[src/modexp_pkg.sv]
package modexp_pkg;

	// Default datapath sizes.
	localparam int MOD_BITS_DEF = 32;
	localparam int EXP_BITS_DEF = 32;

	// Width of the register, input and result fields.
	localparam int FIELD_W = 32;

	// APB register map: register index taken from paddr[2].
	localparam int ADDR_W = 3;
	localparam logic REG_MODULUS = 1'b0;
	localparam logic REG_EXPONENT = 1'b1;

	localparam logic [FIELD_W-1:0] MODULUS_RST = 32'd1;
	localparam logic [FIELD_W-1:0] EXPONENT_RST = 32'd0;

endpackage

[src/modexp_regs.sv]
module modexp_regs (
	input  logic                                clk,
	input  logic                                arst_n,
	input  logic                                psel,
	input  logic                                penable,
	input  logic                                pwrite,
	input  logic [modexp_pkg::ADDR_W-1:0]       paddr,
	input  logic [modexp_pkg::FIELD_W-1:0]      pwdata,
	output logic [modexp_pkg::FIELD_W-1:0]      prdata,
	output logic                                pready,
	output logic [modexp_pkg::FIELD_W-1:0]      modulus,
	output logic [modexp_pkg::FIELD_W-1:0]      exponent_value
);

	logic [modexp_pkg::FIELD_W-1:0] modulus_q;
	logic [modexp_pkg::FIELD_W-1:0] exponent_q;
	logic                           wr_en;
	logic                           reg_sel;

	assign pready = 1'b1;
	assign wr_en = psel && penable && pwrite && pready;
	assign reg_sel = paddr[2];

	always_ff @(posedge clk or negedge arst_n) begin
		if (!arst_n) begin
			modulus_q <= modexp_pkg::MODULUS_RST;
			exponent_q <= modexp_pkg::EXPONENT_RST;
		end else if (wr_en) begin
			case (reg_sel)
				modexp_pkg::REG_MODULUS: modulus_q <= pwdata;
				modexp_pkg::REG_EXPONENT: exponent_q <= pwdata;
				default: ;
			endcase
		end
	end

	always_comb begin
		case (reg_sel)
			modexp_pkg::REG_MODULUS: prdata = modulus_q;
			modexp_pkg::REG_EXPONENT: prdata = exponent_q;
			default: prdata = '0;
		endcase
	end

	assign modulus = modulus_q;
	assign exponent_value = exponent_q;

endmodule

[src/modexp_mulmod.sv]
module modexp_mulmod #(
	parameter int DW = modexp_pkg::MOD_BITS_DEF,
	parameter int BW = modexp_pkg::MOD_BITS_DEF
) (
	input  logic          clk,
	input  logic          arst_n,
	input  logic          start,
	input  logic [DW-1:0] a,
	input  logic [BW-1:0] b,
	input  logic [DW-1:0] m,
	output logic          busy,
	output logic          done,
	output logic [DW-1:0] result
);

	localparam int CW = $clog2(BW + 1);
	localparam logic [CW-1:0] CNT_LOAD = CW'(BW);
	localparam logic [CW-1:0] CNT_ONE = CW'(1);

	logic [DW-1:0] a_q;
	logic [BW-1:0] b_q;
	logic [DW-1:0] m_q;
	logic [DW-1:0] acc_q;
	logic [CW-1:0] cnt_q;
	logic          busy_q;
	logic          done_q;

	logic [DW+2:0] t;
	logic [DW+2:0] d1;
	logic [DW+2:0] d2;
	logic [DW-1:0] acc_next;

	// One multiplier bit per cycle, most significant first:
	// acc = (2*acc + bit*a) mod m, where the sum stays below 3m.
	always_comb begin
		t = {2'b00, acc_q, 1'b0} + (b_q[BW-1] ? {3'b000, a_q} : '0);
		d1 = t - {3'b000, m_q};
		d2 = t - {2'b00, m_q, 1'b0};
		if (!d2[DW+2]) begin
			acc_next = d2[DW-1:0];
		end else if (!d1[DW+2]) begin
			acc_next = d1[DW-1:0];
		end else begin
			acc_next = t[DW-1:0];
		end
	end

	always_ff @(posedge clk or negedge arst_n) begin
		if (!arst_n) begin
			busy_q <= 1'b0;
			done_q <= 1'b0;
			cnt_q <= '0;
		end else begin
			done_q <= 1'b0;
			if (start) begin
				busy_q <= 1'b1;
				cnt_q <= CNT_LOAD;
			end else if (busy_q) begin
				cnt_q <= cnt_q - CNT_ONE;
				if (cnt_q == CNT_ONE) begin
					busy_q <= 1'b0;
					done_q <= 1'b1;
				end
			end
		end
	end

	always_ff @(posedge clk) begin
		if (start) begin
			a_q <= a;
			b_q <= b;
			m_q <= m;
			acc_q <= '0;
		end else if (busy_q) begin
			acc_q <= acc_next;
			b_q <= {b_q[BW-2:0], 1'b0};
		end
	end

	assign busy = busy_q;
	assign done = done_q;
	assign result = acc_q;

	a_done_after_busy: assert property (@(posedge clk) disable iff (!arst_n)
		done_q |-> $past(busy_q))
		else $error("multiplier finished without running");

	a_start_runs: assert property (@(posedge clk) disable iff (!arst_n)
		start |=> busy_q && cnt_q == CNT_LOAD)
		else $error("multiplier did not start");

	a_acc_reduced: assert property (@(posedge clk) disable iff (!arst_n)
		(busy_q && $past(busy_q) && m_q != '0) |-> acc_q < m_q)
		else $error("partial product not reduced below the modulus");

endmodule

[src/modular_exponentiation_core.sv]
// Channel  | Signals                                   | Direction
// base     | base_valid, base_stall, base_value        | item in
// power    | power_valid, power_stall, power_result    | item out
// config   | psel, penable, pwrite, paddr, pwdata,     | APB registers
//          | prdata, pready                            |
//
// An item reduces the base, then runs multiplies for the set bits and squares
// for the significant bits of the exponent on the shared bit-serial modular
// multiplier, whose multiplier operand width is BW = max(MOD_BITS, 32).
// A zero modulus finishes without using the multiplier, with a result of zero.
// Reset is asynchronous; registers come up with modulus one and exponent zero.
// A new item is taken while a finished result still waits on power_stall.
module modular_exponentiation_core #(
	parameter int MOD_BITS = modexp_pkg::MOD_BITS_DEF,
	parameter int EXP_BITS = modexp_pkg::EXP_BITS_DEF
) (
	input  logic                               clk,
	input  logic                               arst_n,
	input  logic                               base_valid,
	output logic                               base_stall,
	input  logic [modexp_pkg::FIELD_W-1:0]     base_value,
	output logic                               power_valid,
	input  logic                               power_stall,
	output logic [modexp_pkg::FIELD_W-1:0]     power_result,
	input  logic                               psel,
	input  logic                               penable,
	input  logic                               pwrite,
	input  logic [modexp_pkg::ADDR_W-1:0]      paddr,
	input  logic [modexp_pkg::FIELD_W-1:0]     pwdata,
	output logic [modexp_pkg::FIELD_W-1:0]     prdata,
	output logic                               pready
);

	localparam int FW = modexp_pkg::FIELD_W;
	localparam int BW = (MOD_BITS > FW) ? MOD_BITS : FW;

	localparam logic [2:0] S_IDLE = 3'd0;
	localparam logic [2:0] S_RED = 3'd1;
	localparam logic [2:0] S_MUL = 3'd2;
	localparam logic [2:0] S_SQR = 3'd3;
	localparam logic [2:0] S_DONE = 3'd4;

	logic [FW-1:0]       modulus;
	logic [FW-1:0]       exponent_value;
	logic [63:0]         mod_wide;
	logic [63:0]         exp_wide;
	logic [63:0]         base_wide;
	logic [MOD_BITS-1:0] m;
	logic [MOD_BITS-1:0] one_mod;

	logic [2:0]          state_q;
	logic [MOD_BITS-1:0] acc_q;
	logic [MOD_BITS-1:0] sq_q;
	logic [EXP_BITS-1:0] exp_q;
	logic [FW-1:0]       out_q;
	logic                out_valid_q;

	logic                mm_start;
	logic [MOD_BITS-1:0] mm_a;
	logic [BW-1:0]       mm_b;
	logic                mm_busy;
	logic                mm_done;
	logic [MOD_BITS-1:0] mm_result;

	logic                in_take;
	logic                out_free;
	logic [EXP_BITS-1:0] exp_next;
	logic [MOD_BITS-1:0] sq_next;
	logic [MOD_BITS-1:0] acc_next;

	modexp_regs u_regs (
		.clk            (clk),
		.arst_n         (arst_n),
		.psel           (psel),
		.penable        (penable),
		.pwrite         (pwrite),
		.paddr          (paddr),
		.pwdata         (pwdata),
		.prdata         (prdata),
		.pready         (pready),
		.modulus        (modulus),
		.exponent_value (exponent_value)
	);

	assign mod_wide = {32'd0, modulus};
	assign exp_wide = {32'd0, exponent_value};
	assign base_wide = {32'd0, base_value};
	assign m = mod_wide[MOD_BITS-1:0];
	assign one_mod = (m == MOD_BITS'(1)) ? '0 : MOD_BITS'(1);

	assign base_stall = (state_q != S_IDLE);
	assign in_take = base_valid && !base_stall;
	assign out_free = !out_valid_q || !power_stall;

	// Picks the next multiplier operation: the base reduction when an item is taken;
	// once the base is reduced or a square is finished, multiply when the current
	// exponent bit is set, square otherwise; square after a multiply; stop when no set bits remain.
	always_comb begin
		mm_start = 1'b0;
		mm_a = acc_q;
		mm_b = BW'(sq_q);
		exp_next = exp_q;
		sq_next = sq_q;
		acc_next = acc_q;
		case (state_q)
			S_IDLE: begin
				mm_a = one_mod;
				mm_b = base_wide[BW-1:0];
				mm_start = in_take && (m != '0);
			end
			S_RED, S_SQR: begin
				if (state_q == S_RED) begin
					exp_next = exp_wide[EXP_BITS-1:0];
					acc_next = one_mod;
				end
				sq_next = mm_result;
				if (exp_next[0]) begin
					mm_a = acc_next;
					mm_b = BW'(sq_next);
				end else begin
					mm_a = sq_next;
					mm_b = BW'(sq_next);
				end
				mm_start = mm_done && (exp_next != '0);
			end
			S_MUL: begin
				acc_next = mm_result;
				exp_next = exp_q >> 1;
				mm_a = sq_q;
				mm_b = BW'(sq_q);
				mm_start = mm_done && (exp_next != '0);
			end
			default: ;
		endcase
	end

	always_ff @(posedge clk or negedge arst_n) begin
		if (!arst_n) begin
			state_q <= S_IDLE;
			out_valid_q <= 1'b0;
		end else begin
			if (state_q == S_DONE && out_free) begin
				out_valid_q <= 1'b1;
			end else if (out_valid_q && !power_stall) begin
				out_valid_q <= 1'b0;
			end
			case (state_q)
				S_IDLE: begin
					if (in_take) begin
						state_q <= (m == '0) ? S_DONE : S_RED;
					end
				end
				S_RED, S_SQR: begin
					if (mm_done) begin
						if (exp_next == '0) begin
							state_q <= S_DONE;
						end else if (exp_next[0]) begin
							state_q <= S_MUL;
						end else begin
							state_q <= S_SQR;
						end
					end
				end
				S_MUL: begin
					if (mm_done) begin
						state_q <= (exp_next == '0) ? S_DONE : S_SQR;
					end
				end
				S_DONE: begin
					if (out_free) begin
						state_q <= S_IDLE;
					end
				end
				default: state_q <= S_IDLE;
			endcase
		end
	end

	always_ff @(posedge clk) begin
		case (state_q)
			S_IDLE: begin
				if (in_take) begin
					acc_q <= '0;
				end
			end
			S_RED, S_SQR: begin
				if (mm_done) begin
					acc_q <= acc_next;
					sq_q <= sq_next;
					// A square is started on an even bit: drop that bit now.
					exp_q <= exp_next[0] ? exp_next : (exp_next >> 1);
				end
			end
			S_MUL: begin
				if (mm_done) begin
					acc_q <= acc_next;
					exp_q <= exp_next;
				end
			end
			S_DONE: begin
				if (out_free) begin
					out_q <= FW'(acc_q);
				end
			end
			default: ;
		endcase
	end

	modexp_mulmod #(
		.DW (MOD_BITS),
		.BW (BW)
	) u_mulmod (
		.clk    (clk),
		.arst_n (arst_n),
		.start  (mm_start),
		.a      (mm_a),
		.b      (mm_b),
		.m      (m),
		.busy   (mm_busy),
		.done   (mm_done),
		.result (mm_result)
	);

	assign power_valid = out_valid_q;
	assign power_result = out_q;

	a_no_start_busy: assert property (@(posedge clk) disable iff (!arst_n)
		mm_start |-> !mm_busy)
		else $error("multiplier started while running");

	a_idle_quiet: assert property (@(posedge clk) disable iff (!arst_n)
		(state_q == S_IDLE || state_q == S_DONE) |-> !mm_busy)
		else $error("multiplier running outside an item");

	a_result_once: assert property (@(posedge clk) disable iff (!arst_n)
		(state_q == S_DONE && out_free) |=> out_valid_q && state_q == S_IDLE)
		else $error("finished item not presented");

endmodule
[config.mk]
export PLATFORM = sky130hd
export DESIGN_NAME = modular_exponentiation_core
export DESIGN_NICKNAME = d
export VERILOG_FILES = /design/src/modexp_pkg.sv /design/src/modexp_regs.sv /design/src/modexp_mulmod.sv /design/src/modular_exponentiation_core.sv
export SDC_FILE = /design/constraint.sdc
export NUM_CORES = 1
export LEC_CHECK = 0
export BUFFER_PORTS_ARGS = -buffer_cell sky130_fd_sc_hd__buf_2
export CORE_MARGIN = 2
export CORE_UTILIZATION = 50
export CTS_CLUSTER_SIZE = 16
export DETAILED_ROUTE_END_ITERATION = 8
export PLACE_DENSITY_LB_ADDON = 0.25
export SYNTH_ARGS = -nofsm -noshare
export SYNTH_HDL_FRONTEND = slang
export SYNTH_SLANG_ARGS = --single-unit
[constraint.sdc]
create_clock -name clk -period 10.8 [get_ports clk]
set_clock_uncertainty 0.15 [all_clocks]
set_input_delay 0.54 -clock clk [delete_from_list [all_inputs] [get_ports clk]]
set_output_delay 0.54 -clock clk [all_outputs]
set_load 0.02 [all_outputs]
After elaboration in Yosys (flattened, before gate mapping)
Index checks and enable logic that the tools add are counted.
{"block": "word_totals", "inputBits": 74, "out_inout_bits": 67, "register_bits": 332, "word_cells": 105}
{"block": "classes", "n_mux": 42, "addsub": 4, "n_reduce_logical": 32, "eq_ne": 11, "n_bitwise": 1}
{"cell": "two-way mux 32 bit", "count": 15}
{"cell": "case mux 32 bit (2 select lines)", "count": 5}
{"cell": "case mux 32 bit (3 select lines)", "count": 1}
{"cell": "nonzero test 32 bit", "count": 3}
{"cell": "logical NOT 32 bit", "count": 2}
{"cell": "adder 33 x 35 -> 35 bit", "count": 1}
{"cell": "subtractor 35 x 32 -> 35 bit", "count": 1}
{"cell": "subtractor 35 x 33 -> 35 bit", "count": 1}
{"cell": "equality test 32 x 1 -> 1 bit, second input constant", "count": 1}
{"cell": "two-way mux 3 bit", "count": 7}
{"cell": "two-way mux 6 bit", "count": 2}
{"cell": "case mux 3 bit (4 select lines)", "count": 1}
{"cell": "two-way mux 1 bit", "count": 10}
{"cell": "logical AND 1 bit", "count": 8}
{"cell": "AND reduction 2 bit", "count": 4}
{"cell": "nonzero test 2 bit", "count": 4}
{"cell": "equality test 3 x 2 -> 1 bit, second input constant", "count": 2}
{"cell": "equality test 6 x 1 -> 1 bit, second input constant", "count": 1}
{"cell": "inequality test 2 x 1 -> 1 bit, second input constant", "count": 3}
{"cell": "AND reduction 3 bit", "count": 2}
{"cell": "subtractor 6 x 1 -> 6 bit, second input constant", "count": 1}
{"cell": "inequality test 2 bit, second input constant", "count": 2}
{"cell": "AND reduction 4 bit", "count": 1}
{"cell": "equality test 3 x 1 -> 1 bit, second input constant", "count": 1}
{"cell": "other kinds (9)", "count": 11}

Logic depth before layout (Yosys ltp)
{"block": "depth", "word_depth": 8, "mapped_depth": 23, "mapped_depth_nobuf": 21}

Hierarchy
A second synthesis with hierarchy kept.
{"block": "hier_totals", "cells_unflattened": 2062, "hier_area_um2": 21115.3}
{"module": "modexp_mulmod", "area_per_inst_um2": 10527.6, "n_inst": 1, "seq_area_each_um2": 3723.6, "cells_each": 1100}
{"module": "modular_exponentiation_core", "area_per_inst_um2": 7674.9, "n_inst": 1, "seq_area_each_um2": 3943.8, "cells_each": 788}
{"module": "modexp_regs", "area_per_inst_um2": 2912.8, "n_inst": 1, "seq_area_each_um2": 1602.8, "cells_each": 174}

Least setup slack after synthesis
Ideal clock, no wire load.
{"block": "synth_timing", "kind": "register to register", "from": "reg u_mulmod.b_q[31]", "to": "reg u_mulmod.acc_q[8] (netlist: u_mulmod.result[8])", "path_buffers": 3, "setup_time_ns": 0.117, "t_arrival_ns": 4.834, "required_time_ns": 10.533, "setup_slack_ns": 5.699, "stages_incl_launch_ff": 23, "synth_period_minus_slack_ns": 5.101, "path_cell_list": "edfxtp_1 > clkbuf_1 > and2_1 > ha_1 > a21o_1 > or3_1 > o21a_1 > a211oi_1 > o31ai_1 > a21oi_1 > xnor2_1 > ha_1 > a21o_1 > a21oi_1 > o21ai_0 > a221o_1 > a211oi_1 > o31a_1 > and2_4 > buf_6 > buf_2 > o211ai_1 > a22o_1"}
{"block": "synth_via", "elab_chain_cells": 5, "elab_cells_between_ends": 6, "classes_between": "add/sub: 3; mux: 3"}
{"element": "start: declaration", "line": "modexp_mulmod.sv:21", "source": "logic [BW-1:0] b_q;"}
{"element": "start signal: assignment", "line": "modexp_mulmod.sv:76", "source": "b_q <= {b_q[BW-2:0], 1'b0};"}
{"element": "two-way mux 32 bit *", "line": "modexp_mulmod.sv:36", "source": "t = {2'b00, acc_q, 1'b0} + (b_q[BW-1] ? {3'b000, a_q} : '0);"}
{"element": "adder 33 x 35 -> 35 bit *", "line": "modexp_mulmod.sv:36"}
{"element": "subtractor 35 x 32 -> 35 bit", "line": "modexp_mulmod.sv:37", "source": "d1 = t - {3'b000, m_q};"}
{"element": "two-way mux 32 bit", "line": "modexp_mulmod.sv:41", "source": "end else if (!d1[DW+2]) begin"}
{"element": "two-way mux 32 bit *", "line": "modexp_mulmod.sv:39", "source": "if (!d2[DW+2]) begin"}
{"element": "end signal: assignment", "line": "modexp_mulmod.sv:75", "source": "acc_q <= acc_next;"}
{"element": "end: declaration", "line": "modexp_mulmod.sv:23", "source": "logic [DW-1:0] acc_q;"}
Every way passes the cells marked *; elsewhere a longest branch is shown, timed or not.
A chain may end at the register's enable or synchronous reset.

Worst setup path in the final report
{"block": "layout_timing", "from": "reg u_mulmod.b_q[31]", "to": "reg u_mulmod.acc_q[29] (netlist: u_mulmod.result[29])"}
Same word-level chain as after synthesis.

==> metrics <==
Rel. slew slack=19.30%; Post-Syn Nets=2240; Hold WC Path Type=input pin to async pin; CTS Hold Buffers Added=0; nets@finish=2336; CP max FO=32; Num CTS Buffers=37; status=finished, violations left; Final Cycle Share=between 60% and 70%; std cell rows=74; core area=between 40000 and 50000 um2; largest net degree at the start of global routing=97; multi-input logic area=between 10000 and 15000 um2; failing checks=design-rule violations, negative hold slack; detailed router's first-iteration violation count=1946; mapped cell area=20660 um2; crit-path max cell delay=560 ps; Area growth syn-to-layout=11.72%; first-pass GRT wire length=95950 um; Levels on crit path=22; I/O Buffers=137; R2R Path Start=u_mulmod.b_q[31]$_DFFE_PP_; Residual DRC=3; Area contributors post-synth=edfxtp_1 33%, dfrtp_1 9.1%, ha_1 5.9%; FF-to-FF path depth=22; CP Launch Point=u_mulmod.b_q[31]$_DFFE_PP_; Register Area=9275 um2; CTS tree=done; HPWL after DPL=around 44000 um; setup_tns=0 ps; vias per cell=~6.3; Fill cells=3559; Synth Register Bits=332; Clock Sinks=332; total gr overflow=0; cell taking the most area after synthesis=edfxtp_1; Starting Density=50.61%; layout cell share with drive strength beyond 1=15.58%; register clock-pin slew on the reported worst setup and hold paths=70 ps; FF-to-FF End=u_mulmod.result[29]$_SDFFE_PP0P_; width of the die=207.3 um; Worst-Margin Slew=1211 ps; router iterations before antenna repair=9; share of the synthesized area in the top cell type=32.55%; routed len/inst=about 23 um; worst-skew pair later-pin latency=550 ps; GR Util All Layers=28.04%; worst path bufs/invs=2; syn avg cell area=around 10 um2; final hold vios=8; setup violators final=0; synth warn=0; fraction of registers with async set/reset=between 20% and 30%; vias in the first global route=about 17k; Clock Tree Buf Depth=3; die height=207.3 um; postcts setup bufs=0; H-tree depth=2; Critical Path Slowest Stage Cell=a211oi_1; CTS root buffer=clkbuf_16; critical path launch point type=flop; hold slack=-11.83 ps; Antenna diodes=0; RSZ-0062 raised after global routing=false; number of synthesized flops with an enable pin=224; critical path, cell by cell=buf_4 > and2_1 > ha_1 > inv_1 > fa_1 > nand2b_1 > a21oi_1 > o21a_1 > a211oi_1 > o31ai_1 > a21oi_1 > xnor2_1 > ha_1 > a21o_1 > a21oi_1 > o21ai_0 > a221o_1 > a211oi_1 > o31a_1 > nand2_1 > a2111oi_1 > a211oi_1; CTS resizes=0; crit path to=u_mulmod.result[29]$_SDFFE_PP0P_; minimum clock period=roughly 7000 ps; WL final=between 60000 and 70000 um; Req. time, crit path=11080 ps; Mapped Cells=around 2.1k; critical path endpoint category=flop; critical path type=flop to flop; register area share after synthesis=44.86%; Cell variety after synth=86; f_max=approximately 150 MHz; flop-to-flop setup slack=4000 ps; Max Cap Viol=0; Die Area=42970 um2; Final ANT Viol Nets=0; RD Place Congestion=~0.9; routed via count=17.26k; delay-heaviest family, CP=compound AO/OA/AOI/OAI gates; Synth Flop Type=edfxtp_1; Arrival @ worst endpoint=7080 ps; initial antenna violation count=1; # IOs=141; Slew Limit Fails=0
==> layer usage <==
metal / vias to the layer above / track usage, % / part of all wire (%)
met3: 138 / 4.054 / 6.4
met2: 698 / 46.18 / 48
li1: 7980 / - / -
met1: 8444 / 37.35 / 42
met4: 2 / 11.21 / 4.0
met5: - / 0 / 0.031
==> cell type report <==
type / instances / share of cell area [%]
Sequential cell: 332 / 40.18
Multi-Input combinational cell: 1528 / 46.14
Timing Repair Buffer: 161 / 3.762
Inverter: 102 / 1.669
Clock inverter: 20 / 1.035
Tap cell: 532 / 2.883
Clock buffer: 46 / 4.336
==> how the worst min path moves through the flow <==
stage	endpoint	slack, ps	cells after the start
finish	u_mulmod.done$_DFF_PN0_	-10	1
global route	u_mulmod.done$_DFF_PN0_	60	1
CTS	u_mulmod.done$_DFF_PN0_	10	1
detailed placement	power_result[5]$_DFFE_PP_	320	0
global placement	power_result[5]$_DFFE_PP_	310	0
floorplan	power_valid$_DFFE_PN0P_	90	0
==> per-stage QoR <==
| stage | utilization [%] | std cells | instance area (um2) | setup WS (ps) | hold slack [ps] |
|---|---|---|---|---|---|
| floorplan | - | 2066 | 20660 | 5699 | 94.41 |
| global placement | 53.50 | 2655 | 21840 | 4123 | 312.4 |
| global route | 56.54 | 2721 | 23080 | 3479 | 55.97 |
| finish | 56.54 | 2721 | 23080 | 4001 | -11.83 |
| CTS | 56.54 | 2721 | 23080 | 3980 | 13.18 |
| detailed placement | 53.50 | 2655 | 21840 | 4032 | 318.6 |
==> cells in the final DEF, fill, tap and decap left out, types with 73 or more instances in the layout <==
cell	instances
nand2_1	131
ha_1	97
o21ai_0	75
a21oi_1	148
edfxtp_1	224
inv_1	100
dfrtp_1	73
nor2_1	210
buf_2	136
mux2_2	98
==> cell usage after synthesis, types with 6 or more instances <==
| cell type | instances |
|---|---|
| a2111oi_0 | 14 |
| a211oi_1 | 30 |
| a21boi_0 | 9 |
| a21o_1 | 46 |
| a21oi_1 | 149 |
| a222oi_1 | 31 |
| a22oi_1 | 41 |
| a311oi_1 | 7 |
| a31oi_1 | 36 |
| and2_1 | 41 |
| and3_1 | 13 |
| buf_1 | 9 |
| buf_2 | 6 |
| clkbuf_1 | 84 |
| dfrtp_1 | 75 |
| dfxtp_1 | 32 |
| edfxtp_1 | 224 |
| ha_1 | 97 |
| inv_1 | 100 |
| mux2_2 | 98 |
| mux2i_1 | 64 |
| nand2_1 | 131 |
| nand2b_1 | 34 |
| nand3_1 | 43 |
| nand3b_1 | 6 |
| nand4_1 | 15 |
| nor2_1 | 212 |
| nor2b_1 | 23 |
| nor3_1 | 26 |
| nor4_1 | 29 |
| o211ai_1 | 37 |
| o21a_1 | 18 |
| o21ai_0 | 75 |
| o21bai_1 | 7 |
| o221ai_1 | 20 |
| o31ai_1 | 6 |
| or3_1 | 12 |
| xnor2_1 | 48 |
| xor2_1 | 23 |
==> cells by family (layout without fill, tap and decap cells) <==
group | after synthesis | after routing | share of synthesized area (%)
compound gates | 592 | 592 | 19.75
xor+xnor | 71 | 71 | 3.009
fa+ha+maj | 100 | 100 | 6.164
buf+inv | 206 | 329 | 3.887
flops | 332 | 332 | 44.86
mux | 162 | 162 | 8.441
other cells | 1 | 1 | 0.01815
simple gates | 602 | 602 | 13.87
Power is not shown: default switching activity piles up to over one toggle a cycle in this logic, so the estimate is an artifact.
